### src/rtl/tgad_pkg.sv
// ----------------------------------------------------------------------------
// tgad_pkg
// Shared types and constants for the uncompressed TGA stream decoder.
// ----------------------------------------------------------------------------
package tgad_pkg;

  // Result kinds.
  localparam logic [1:0] KIND_HEADER = 2'd0;
  localparam logic [1:0] KIND_PIXEL  = 2'd1;
  localparam logic [1:0] KIND_ERROR  = 2'd2;

  // Error codes.
  localparam logic [1:0] ERR_NONE      = 2'd0;
  localparam logic [1:0] ERR_SIGNATURE = 2'd1;
  localparam logic [1:0] ERR_FORMAT    = 2'd2;
  localparam logic [1:0] ERR_TRUNCATED = 2'd3;

  // Header byte positions.
  localparam logic [4:0] POS_SIG_TYPE  = 5'd2;
  localparam logic [4:0] POS_SIG_LAST  = 5'd3;
  localparam logic [4:0] POS_WIDTH_LO  = 5'd12;
  localparam logic [4:0] POS_WIDTH_HI  = 5'd13;
  localparam logic [4:0] POS_HEIGHT_LO = 5'd14;
  localparam logic [4:0] POS_HEIGHT_HI = 5'd15;
  localparam logic [4:0] POS_DEPTH     = 5'd16;
  localparam logic [4:0] POS_DESC      = 5'd17;

  // Header values.
  localparam logic [7:0] SIG_TYPE_BYTE = 8'h02;
  localparam logic [7:0] SIG_ZERO_BYTE = 8'h00;
  localparam logic [4:0] BPP_RGB       = 5'd3;
  localparam logic [4:0] BPP_RGBA      = 5'd4;
  localparam logic [7:0] ALPHA_OPAQUE  = 8'hFF;

  // One decoded result.
  typedef struct packed {
    logic [1:0]  kind;
    logic [7:0]  red;
    logic [7:0]  green;
    logic [7:0]  blue;
    logic [7:0]  alpha;
    logic [15:0] image_width;
    logic [15:0] image_height;
    logic        has_alpha;
    logic [1:0]  error_code;
    logic        last_pixel;
  } tgad_result_t;

endpackage

### src/rtl/tgad_decode.sv
// ----------------------------------------------------------------------------
// tgad_decode
// Header parser and pixel assembler: file state and per-byte result logic.
// ----------------------------------------------------------------------------
module tgad_decode (
  input  logic                  clk_i,
  input  logic                  rst_ni,
  input  logic                  step_i,
  input  logic [7:0]            data_byte_i,
  input  logic                  end_of_file_i,
  output logic                  res_valid_o,
  output tgad_pkg::tgad_result_t res_o
);
  import tgad_pkg::*;

  typedef enum logic [1:0] {
    PH_HEADER,
    PH_PIXELS,
    PH_DONE
  } phase_e;

  phase_e      phase_q, phase_d;
  logic [4:0]  pos_q, pos_d;
  logic        sig_bad_q, sig_bad_d;
  logic        depth_ok_q, depth_ok_d;
  logic        four_q, four_d;
  logic [15:0] width_q, width_d;
  logic [15:0] height_q, height_d;
  logic [1:0]  bip_q, bip_d;
  logic [31:0] remain_q, remain_d;
  logic [7:0]  pb_q [3];
  logic [7:0]  pb_d [3];

  logic [7:0]  sig_expect;
  logic [4:0]  bpp;
  logic [31:0] pixel_count;
  logic        pixel_done;
  logic        is_last;

  assign sig_expect  = (pos_q == POS_SIG_TYPE) ? SIG_TYPE_BYTE : SIG_ZERO_BYTE;
  assign bpp         = data_byte_i[7:3];
  assign pixel_count = width_q * height_q;
  assign pixel_done  = four_q ? (bip_q == 2'd3) : (bip_q >= 2'd2);
  assign is_last     = (remain_q == 32'd1);

  // Next-state and result for the byte in the stage register.
  always_comb begin
    phase_d     = phase_q;
    pos_d       = pos_q;
    sig_bad_d   = sig_bad_q;
    depth_ok_d  = depth_ok_q;
    four_d      = four_q;
    width_d     = width_q;
    height_d    = height_q;
    bip_d       = bip_q;
    remain_d    = remain_q;
    pb_d        = pb_q;
    res_valid_o = 1'b0;
    res_o       = '0;

    unique case (phase_q)
      PH_HEADER: begin
        // Capture the header fields at their positions.
        if (pos_q <= POS_SIG_LAST) begin
          if (data_byte_i != sig_expect) sig_bad_d = 1'b1;
        end
        if (pos_q == POS_WIDTH_LO)  width_d[7:0]   = data_byte_i;
        if (pos_q == POS_WIDTH_HI)  width_d[15:8]  = data_byte_i;
        if (pos_q == POS_HEIGHT_LO) height_d[7:0]  = data_byte_i;
        if (pos_q == POS_HEIGHT_HI) height_d[15:8] = data_byte_i;
        if (pos_q == POS_DEPTH) begin
          depth_ok_d = (bpp == BPP_RGB) || (bpp == BPP_RGBA);
          four_d     = (bpp == BPP_RGBA);
        end

        // Decide what this byte reports.
        priority if (pos_q == POS_SIG_LAST && sig_bad_d) begin
          res_valid_o      = 1'b1;
          res_o.kind       = KIND_ERROR;
          res_o.error_code = ERR_SIGNATURE;
          phase_d          = PH_DONE;
        end else if (pos_q == POS_DESC) begin
          res_valid_o = 1'b1;
          priority if (!depth_ok_q || width_q == 16'd0 || height_q == 16'd0) begin
            res_o.kind       = KIND_ERROR;
            res_o.error_code = ERR_FORMAT;
            phase_d          = PH_DONE;
          end else if (end_of_file_i) begin
            res_o.kind       = KIND_ERROR;
            res_o.error_code = ERR_TRUNCATED;
            phase_d          = PH_DONE;
          end else begin
            res_o.kind         = KIND_HEADER;
            res_o.image_width  = width_q;
            res_o.image_height = height_q;
            res_o.has_alpha    = four_q;
            remain_d           = pixel_count;
            bip_d              = 2'd0;
            phase_d            = PH_PIXELS;
          end
        end else if (end_of_file_i) begin
          res_valid_o      = 1'b1;
          res_o.kind       = KIND_ERROR;
          res_o.error_code = sig_bad_d ? ERR_SIGNATURE : ERR_TRUNCATED;
          phase_d          = PH_DONE;
        end else begin
          pos_d = pos_q + 5'd1;
        end
      end

      PH_PIXELS: begin
        res_valid_o = 1'b0;
        if (pixel_done) begin
          res_valid_o = 1'b1;
          if (end_of_file_i && !is_last) begin
            res_o.kind       = KIND_ERROR;
            res_o.error_code = ERR_TRUNCATED;
            phase_d          = PH_DONE;
          end else begin
            res_o.kind       = KIND_PIXEL;
            res_o.green      = pb_q[1];
            res_o.blue       = pb_q[0];
            res_o.red        = four_q ? pb_q[2] : data_byte_i;
            res_o.alpha      = four_q ? data_byte_i : ALPHA_OPAQUE;
            res_o.last_pixel = is_last;
            bip_d            = 2'd0;
            if (remain_q != 32'd0) remain_d = remain_q - 32'd1;
            if (is_last) phase_d = PH_DONE;
          end
        end else begin
          // Store a colour byte; only the first three are ever buffered.
          unique case (bip_q)
            2'd0:    pb_d[0] = data_byte_i;
            2'd1:    pb_d[1] = data_byte_i;
            default: pb_d[2] = data_byte_i;
          endcase
          bip_d = bip_q + 2'd1;
          if (end_of_file_i) begin
            res_valid_o      = 1'b1;
            res_o.kind       = KIND_ERROR;
            res_o.error_code = ERR_TRUNCATED;
            phase_d          = PH_DONE;
          end
        end
      end

      default: begin
        // Finished or failed: wait for the end of the file.
        res_valid_o = 1'b0;
      end
    endcase

    // The end of every file returns the parser to a fresh header.
    if (end_of_file_i) begin
      phase_d    = PH_HEADER;
      pos_d      = 5'd0;
      sig_bad_d  = 1'b0;
      depth_ok_d = 1'b0;
      four_d     = 1'b0;
      width_d    = 16'd0;
      height_d   = 16'd0;
      bip_d      = 2'd0;
      remain_d   = 32'd0;
    end
  end

  // File state; the colour buffer is payload and holds no reset.
  always_ff @(posedge clk_i or negedge rst_ni) begin
    if (!rst_ni) begin
      phase_q    <= PH_HEADER;
      pos_q      <= 5'd0;
      sig_bad_q  <= 1'b0;
      depth_ok_q <= 1'b0;
      four_q     <= 1'b0;
      width_q    <= 16'd0;
      height_q   <= 16'd0;
      bip_q      <= 2'd0;
      remain_q   <= 32'd0;
    end else if (step_i) begin
      phase_q    <= phase_d;
      pos_q      <= pos_d;
      sig_bad_q  <= sig_bad_d;
      depth_ok_q <= depth_ok_d;
      four_q     <= four_d;
      width_q    <= width_d;
      height_q   <= height_d;
      bip_q      <= bip_d;
      remain_q   <= remain_d;
    end
  end

  always_ff @(posedge clk_i) begin
    if (step_i) begin
      pb_q <= pb_d;
    end
  end

endmodule

### src/rtl/tga_uncompressed_decoder_core.sv
// ----------------------------------------------------------------------------
// tga_uncompressed_decoder_core
// Streaming decoder for uncompressed true-colour TGA files.
// ----------------------------------------------------------------------------
// Usage:
// The input channel carries one file byte per request, with end_of_file_i
// marking the final byte. A request is taken when in_valid_i is high and
// in_stall_o is low. The output channel presents one result per request
// that produces one: a header result, a pixel, or an error, on out_valid_o,
// taken when out_stall_i is low.
// Each byte is latched into an input register and decoded into the result
// register once that register is free. One byte is taken every cycle
// while the receiver does not stall; the decode between the input and
// result registers is combinational, including one 16 by 16 multiply
// for the pixel count.
// When the receiver stalls, the held result stays unchanged and a further
// byte is taken only into an empty input register; in_stall_o is then high.
// Reset clears both valid bits and returns the parser to the start of a file.
// Pixels already delivered before a truncation error are to be discarded.
// ----------------------------------------------------------------------------
module tga_uncompressed_decoder_core (
  input  logic        clk_i,
  input  logic        rst_ni,
  input  logic        in_valid_i,
  output logic        in_stall_o,
  input  logic [7:0]  data_byte_i,
  input  logic        end_of_file_i,
  output logic        out_valid_o,
  input  logic        out_stall_i,
  output logic [1:0]  kind_o,
  output logic [7:0]  red_o,
  output logic [7:0]  green_o,
  output logic [7:0]  blue_o,
  output logic [7:0]  alpha_o,
  output logic [15:0] image_width_o,
  output logic [15:0] image_height_o,
  output logic        has_alpha_o,
  output logic [1:0]  error_code_o,
  output logic        last_pixel_o
);
  import tgad_pkg::*;

  logic         in_valid_q;
  logic [7:0]   in_byte_q;
  logic         in_eof_q;
  logic         out_valid_q;
  tgad_result_t out_q;
  logic         out_free;
  logic         step;
  logic         accept;
  logic         res_valid;
  tgad_result_t res;

  // Handshake control.
  assign out_free   = !out_valid_q || !out_stall_i;
  assign step       = in_valid_q && out_free;
  assign in_stall_o = in_valid_q && !out_free;
  assign accept     = in_valid_i && !in_stall_o;

  // Parser for the byte held in the input register.
  tgad_decode u_decode (
    .clk_i         (clk_i),
    .rst_ni        (rst_ni),
    .step_i        (step),
    .data_byte_i   (in_byte_q),
    .end_of_file_i (in_eof_q),
    .res_valid_o   (res_valid),
    .res_o         (res)
  );

  // Input register valid and result register valid.
  always_ff @(posedge clk_i or negedge rst_ni) begin
    if (!rst_ni) begin
      in_valid_q  <= 1'b0;
      out_valid_q <= 1'b0;
    end else begin
      if (accept) begin
        in_valid_q <= 1'b1;
      end else if (step) begin
        in_valid_q <= 1'b0;
      end
      if (out_free) begin
        out_valid_q <= step && res_valid;
      end
    end
  end

  // Payload registers.
  always_ff @(posedge clk_i) begin
    if (accept) begin
      in_byte_q <= data_byte_i;
      in_eof_q  <= end_of_file_i;
    end
    if (step && res_valid) begin
      out_q <= res;
    end
  end

  // Output fields.
  assign out_valid_o    = out_valid_q;
  assign kind_o         = out_q.kind;
  assign red_o          = out_q.red;
  assign green_o        = out_q.green;
  assign blue_o         = out_q.blue;
  assign alpha_o        = out_q.alpha;
  assign image_width_o  = out_q.image_width;
  assign image_height_o = out_q.image_height;
  assign has_alpha_o    = out_q.has_alpha;
  assign error_code_o   = out_q.error_code;
  assign last_pixel_o   = out_q.last_pixel;

endmodule
### config.mk
export PLATFORM = sky130hd
export DESIGN_NAME = tga_uncompressed_decoder_core
export DESIGN_NICKNAME = d
export VERILOG_FILES = /design/src/rtl/tgad_pkg.sv /design/src/rtl/tgad_decode.sv /design/src/rtl/tga_uncompressed_decoder_core.sv
export SDC_FILE = /design/constraint.sdc
export NUM_CORES = 1
export LEC_CHECK = 0
export BUFFER_PORTS_ARGS = -buffer_cell sky130_fd_sc_hd__buf_2
export CAP_MARGIN = 20
export CORE_UTILIZATION = 40
export DETAILED_ROUTE_END_ITERATION = 16
export PLACE_DENSITY = 0.58
export RECOVER_POWER = 100
export SETUP_SLACK_MARGIN = 0.3
export SKIP_LAST_GASP = 1
export SLEW_MARGIN = 20
export SYNTH_ARGS = -nofsm -noshare
export SYNTH_HDL_FRONTEND = slang
export SYNTH_SLANG_ARGS = --single-unit
### constraint.sdc
create_clock -name clk_i -period 8.1 [get_ports clk_i]
set_input_delay 0.81 -clock clk_i [delete_from_list [all_inputs] [get_ports clk_i]]
set_output_delay 0.81 -clock clk_i [all_outputs]
set_load 0.01 [all_outputs]
[Word-level counts from Yosys, hierarchy flattened]
Cells that the tools add are included.
Operators by class
  muxes and demuxes: 73
  equality and inequality tests: 26
  $lt $le $gt $ge: 2
  bitwise logic cells: 5
  add/subtract/negate cells: 3
  reduce and logical (&&, ||, !) cells: 45
  $mul: 1
Operators by type and width (number)
  $mux 32: 7
  $mux 16: 4
  $pmux 32 s2: 1
  $mux 2: 28
  $mux 8: 6
  $eq 32x1->1 const B: 1
  $logic_not 16->1: 2
  $mul 16x16->32: 1
  $reduce_bool 32->1: 1
  $sub 32x1->32 const B: 1
  $eq 5x4->1 const B: 4
  $mux 5: 4
  $mux 1: 18
  $pmux 2 s2: 4
  $reduce_and 4->1: 4
  $eq 5x2->1 const B: 3
  $reduce_and 3->1: 5
  $reduce_bool 2->1: 7
  $eq 5x5->1 const B: 2
  $ne 3x2->1 const B: 3
  $ne 3x3->1 const B: 3
  $ne 4x2->1 const B: 2
  $ne 8x8->1: 1
  $reduce_and 8->1: 1
  other kinds (22): 42
Word-level totals
  output and inout bits: 72
  logic and storage cells: 183
  input port bits: 13
  register bits after elaboration: 181

[Logic depth before layout (Yosys ltp)]
  word-level depth: 11
  mapped depth: 25
  depth with buffers taken out: 22

[Cells and area by module]
From an unflattened synthesis, not the netlist that was laid out.
Unflattened totals
  cell total of the unflattened synthesis: 1698
  area total of the unflattened synthesis: 16605.9 um^2
Modules (own cells, without submodules)
  tgad_decode: instances 1, sequential area each 2622.5 um^2, area an instance 14134.8 um^2, cells an instance 1608
  tga_uncompressed_decoder_core: instances 1, sequential area each 2422.3 um^2, area an instance 2471.1 um^2, cells an instance 90

[Least setup slack after synthesis]
Ideal clock, no wire load.
  kind: register to register
  start point: register u_decode.pos_q[0]
  end point: register out_q, in the netlist alpha_o[0], enable pin
  arrival time: 6136 ps
  setup time: 585 ps
  path buffers: 0
  data required time: 7515 ps
  path slack: 1379 ps
  cell stages (with the launch flop): 11
  cell sequence: dfrtp_1 inv_1 ha_1 xnor2_1 nand4_1 o211ai_1 nand2_1 nor2_1 a21oi_1 nor2_1 nor3_1
On the way
  cells in the longest elaborated chain, start to end: 10
  elaborated cells between the ends (all ways): 14
  classes of those cells: 1 x order compare; 4 x eq/ne; 7 x mux; 2 x reduce/logical
Ends and longest elaborated chain
  start: declaration: RTL line tgad_decode.sv:23  | logic [4:0] pos_q, pos_d;
  start signal: assignment: RTL line tgad_decode.sv:181  | pos_q <= pos_d;
  $eq 5x2->1: RTL line tgad_decode.sv:40  | assign sig_expect = (pos_q == POS_SIG_TYPE) ? SIG_TYPE_BYTE : SIG_ZERO_BYTE;
  $mux 2: RTL line tgad_decode.sv:40
  $ne 8x8->1: RTL line tgad_decode.sv:65  | if (data_byte_i != sig_expect) sig_bad_d = 1'b1;
  $mux 1: RTL line tgad_decode.sv:65
  $mux 1: RTL line tgad_decode.sv:64  | if (pos_q <= POS_SIG_LAST) begin
  $mux 1: RTL line tgad_decode.sv:61  | unique case (phase_q)
  $logic_and 1x1->1: RTL line tgad_decode.sv:77  | priority if (pos_q == POS_SIG_LAST && sig_bad_d) begin
  $mux 1 (*): RTL line tgad_decode.sv:77
  $pmux 1 s2 (*): RTL line tgad_decode.sv:61
  $logic_and 1x1->1 (*): RTL line tga_uncompressed_decoder_core.sv:94  | if (step && res_valid) begin
  end signal: assignment: RTL line tga_uncompressed_decoder_core.sv:95  | out_q <= res;
  end: declaration: RTL line tga_uncompressed_decoder_core.sv:47  | tgad_result_t out_q;
Mark *: on every way between the ends. The rest lies on a longest branch, timed or not. The select of a mux whose other input is x is not followed.
A chain may end at the register's enable or synchronous reset.

[Worst setup path after layout]
  start point: register u_decode.height_q[7]
  end point: register u_decode.remain_q[21]
On the way
  cells in the longest elaborated chain, start to end: 6
  elaborated cells between the ends (all ways): 10
  classes of those cells: 1 x mul; 1 x eq/ne; 5 x mux; 3 x reduce/logical
Ends and longest elaborated chain
  start: declaration: RTL line tgad_decode.sv:28  | logic [15:0] height_q, height_d;
  start signal: assignment: RTL line tgad_decode.sv:186  | height_q <= height_d;
  $mul 16x16->32: RTL line tgad_decode.sv:42  | assign pixel_count = width_q * height_q;
  $mux 32: RTL line tgad_decode.sv:84  | priority if (!depth_ok_q || width_q == 16'd0 || height_q == 16'd0) begin
  $mux 32: RTL line tgad_decode.sv:82  | end else if (pos_q == POS_DESC) begin
  $mux 32: RTL line tgad_decode.sv:77
  $pmux 32 s2: RTL line tgad_decode.sv:61
  $mux 32: RTL line tgad_decode.sv:154  | if (end_of_file_i) begin
  end signal: assignment: RTL line tgad_decode.sv:188  | remain_q <= remain_d;
  end: declaration: RTL line tgad_decode.sv:30  | logic [31:0] remain_q, remain_d;
Several ways; a longest one is shown, not always the timed one. The select of a mux whose other input is x is not followed.

==> key figures <==
Logic synthesis
  – Top cell type's share of synthesized area: 0.235
  – Number of enable flip-flop cells after synthesis: 103
  – Synthesized net count: 2,027
  – Most frequent cells after synthesis: inv_1, nand2_1, fa_1, and2_1, ha_1
  – Syn Inst Count: 1,705
  – Synth Flop Type: edfxtp_1
  – Mapped Area: 16,500 um2
  – Register area share after synthesis: 0.306
  – Async SR Flop Fraction: 0.431
  – Largest cells by area after synthesis: fa_1, edfxtp_1, dfrtp_1, ha_1, and2_1
  – Synth warnings: 0
  – Syn Area/Cell: 9.68 um2
  – Cell taking the most area after synthesis: fa_1
  – Synthesized flop and latch total: 181
  – Most common cell in the netlist: inv_1
  – Unique masters post-synth: 50

Placed design
  – DP Cell Count: 2,241
  – PortBufs: 84
  – Global placement routability congestion: 0.871
  – Post-DP HPWL: 30.3 mm

STA
  – Setup TNS: 0 ps
  – Achievable Freq: 0.151 GHz
  – Final setup skew: 23.2 ps
  – Slew HR: -1.28
  – Final Hold Viols: 0
  – Slew of the pin with the lowest slew margin: 3420 ps
  – Final setup vio count: 0
  – RSZ-0062 raised after global routing: false
  – Final min period: 6630 ps
  – Final worst-path cycle share: 0.819
  – Max Slew Vio Count: 156

Drt
  – Vias per Instance: 5.20
  – Final WL: 40.2 mm
  – Routed WL per cell: 17.7 um
  – Drt first pass iters: 5
  – DRC violations left: 0
  – Routed vias: 11,800
  – Initial drt markers: 624
  – Post-route ant nets: 0

Die
  – Die Footprint: 42,100 um2
  – Cell row count: 74
  – Starting Density: 0.405
  – Top-level I/O count: 85
  – Die width: 205 um
  – Core ar.: 40,700 um2
  – Die Height: 205 um

Outcome
  – Status: finished, violations left
  – Failing checks: capacitance limit, slew limit

Layout
  – Layout net count: 2,050
  – Ant. Diodes: 0
  – Fin cells: 2,273
  – FILL cells: 4,017
  – Share of cells above drive strength 1: 0.0500
  – Area growth, synth to finish: 8.20%

Hold path
  – HP Start: u_decode.remain_q[13]
  – Hold Path Class: register to register

Clock network
  – Post-CTS Setup Bufs: 0
  – Clock Latency Late Sink: 460 ps
  – TritonCTS clock tree: yes
  – Clock transition at path regs: 80 ps
  – Longest Clk Path Bufs: 2
  – Num Clock Sinks: 181
  – H-tree depth: 4
  – CTS Root Buffer Type: clkbuf_16
  – CTS Buf Count: 17
  – CTS Hold Bufs: 0
  – Cts repair resizes: 0

Worst setup path
  – Critical Path Start: u_decode.height_q[7]
  – WP data required: 8420 ps
  – Maximum net fanout on the critical path: 19
  – Critical Path AT: 6950 ps
  – Startpoint types: register
  – Reg2reg start: u_decode.height_q[7]
  – Crit. End Element: register
  – CP Class: register to register
  – Reg2Reg Setup Slack: 1470 ps

GRT
  – GR peak layer: met2
  – Vias in the first global route: 12,200
  – Initial antenna violation count: 1
  – First-pass GRT wire length: 66.1 mm
  – Grt total ovfl: 0
  – Met3 Use GR: 0.0277
  – Largest net degree at the start of global routing: 66
  – M1 GR Usage: 0.261
  – M2 GR Usage: 0.350
  – Total GRT Usage: 0.203

Flow run
  – Max_cap viols: 4
## logic make-up after synthesis
group	count (synthesis)	share of synthesized area
fa+ha+maj	309	0.323
flops	181	0.306
simple gates	576	0.174
mux	42	0.0279
compound gates	220	0.0767
buf+inv	354	0.0807
xor+xnor	23	0.0122
## per-stage QoR
step / util / instance area [um2] / hold WS [ps] / setup WS, ps
after floorplan: - / 16500 / 460 / 1380
after global placement: 0.426 / 17300 / 476 / 1540
after detailed placement: 0.426 / 17300 / 485 / 1480
after CTS: 0.441 / 18000 / 302 / 1460
after global routing: 0.438 / 17900 / 504 / 1100
final: 0.438 / 17900 / 505 / 1470
## worst paths after layout
kind / endpoint / cells past startpoint
worst min-delay path: u_decode.remain_q[13] / 2
worst max register to register: u_decode.remain_q[21] / 22
max in group asynchronous: u_decode.width_q[1] / 2
worst min register to register: u_decode.remain_q[13] / 2
min in group asynchronous: u_decode.height_q[1] / 1
worst max-delay path: u_decode.remain_q[21] / 22
## worst max-delay path, cell delays in order (launching register included)
cell and delay, ps:
dfrtp_1 890, nand2_1 180, fa_1 570, inv_1 50, fa_1 490, inv_1 50, fa_1 540, inv_1 50
fa_1 380, fa_1 520, inv_1 50, fa_1 470, inv_1 40, ha_1 320, o21a_1 200, o211ai_1 240
a21oi_1 70, a211o_1 260, o21ai_0 360, a21boi_0 170, or3_1 320, a31oi_1 160, o21ai_0 90
## registers in the layout, summed over array words and instances (netlist names), 2 cells and up
register,flops
u_decode.remain_q,32
u_decode.pb_q,24
image_height_o,16
image_width_o,16
u_decode.height_q,16
u_decode.width_q,16
alpha_o,8
blue_o,8
green_o,8
in_byte_q,8
red_o,8
u_decode.pos_q,5
error_code_o,2
kind_o,2
u_decode.bip_q,2
u_decode.phase_q,2
## area by class of cell
class | count | area (um2) | share of cell area
clock inverter | 15 | 209 | 0.0117
tap | 532 | 666 | 0.0373
sequential | 181 | 5040 | 0.283
inverter | 261 | 980 | 0.0549
clock buffer | 17 | 425 | 0.0238
timing repair buffer | 97 | 405 | 0.0227
multi-input combinational | 1170 | 10100 | 0.567
## routing by layer
layer,vias to the layer above,wire length (um)
met5,-,0
met4,0,957
met3,50,1630
met2,280,20400
met1,5969,17200
li1,5520,-
## cell usage in the layout (no fill, tap or decap), types with 4 or more instances in the layout
cell	Yosys	layout
nor4_1	20	20
clkbuf_1	89	80
dfrtp_1	78	78
xnor2_1	13	13
and2_0	0	36
nand3_1	17	17
nand4_1	9	9
a21o_1	14	14
o22ai_1	4	4
nand2b_1	12	12
o211ai_1	6	6
nor2b_1	6	6
and3_1	15	15
or3_1	8	8
o21ai_0	78	81
fa_1	194	194
clkbuf_16	0	17
ha_1	115	115
inv_1	261	261
a21oi_1	69	69
mux2i_1	10	10
edfxtp_1	103	103
and2_1	172	136
buf_2	2	9
nor3_1	24	24
nor2_1	82	82
xor2_1	10	10
nand2_1	201	201
mux2_2	32	32
buf_4	0	8
o21a_1	4	4
or3_4	4	4
a31oi_1	16	16
clkinv_8	0	6
inv_12	0	4
Power is not shown: default switching activity piles up to over one toggle a cycle in this logic, so the estimate is an artifact.
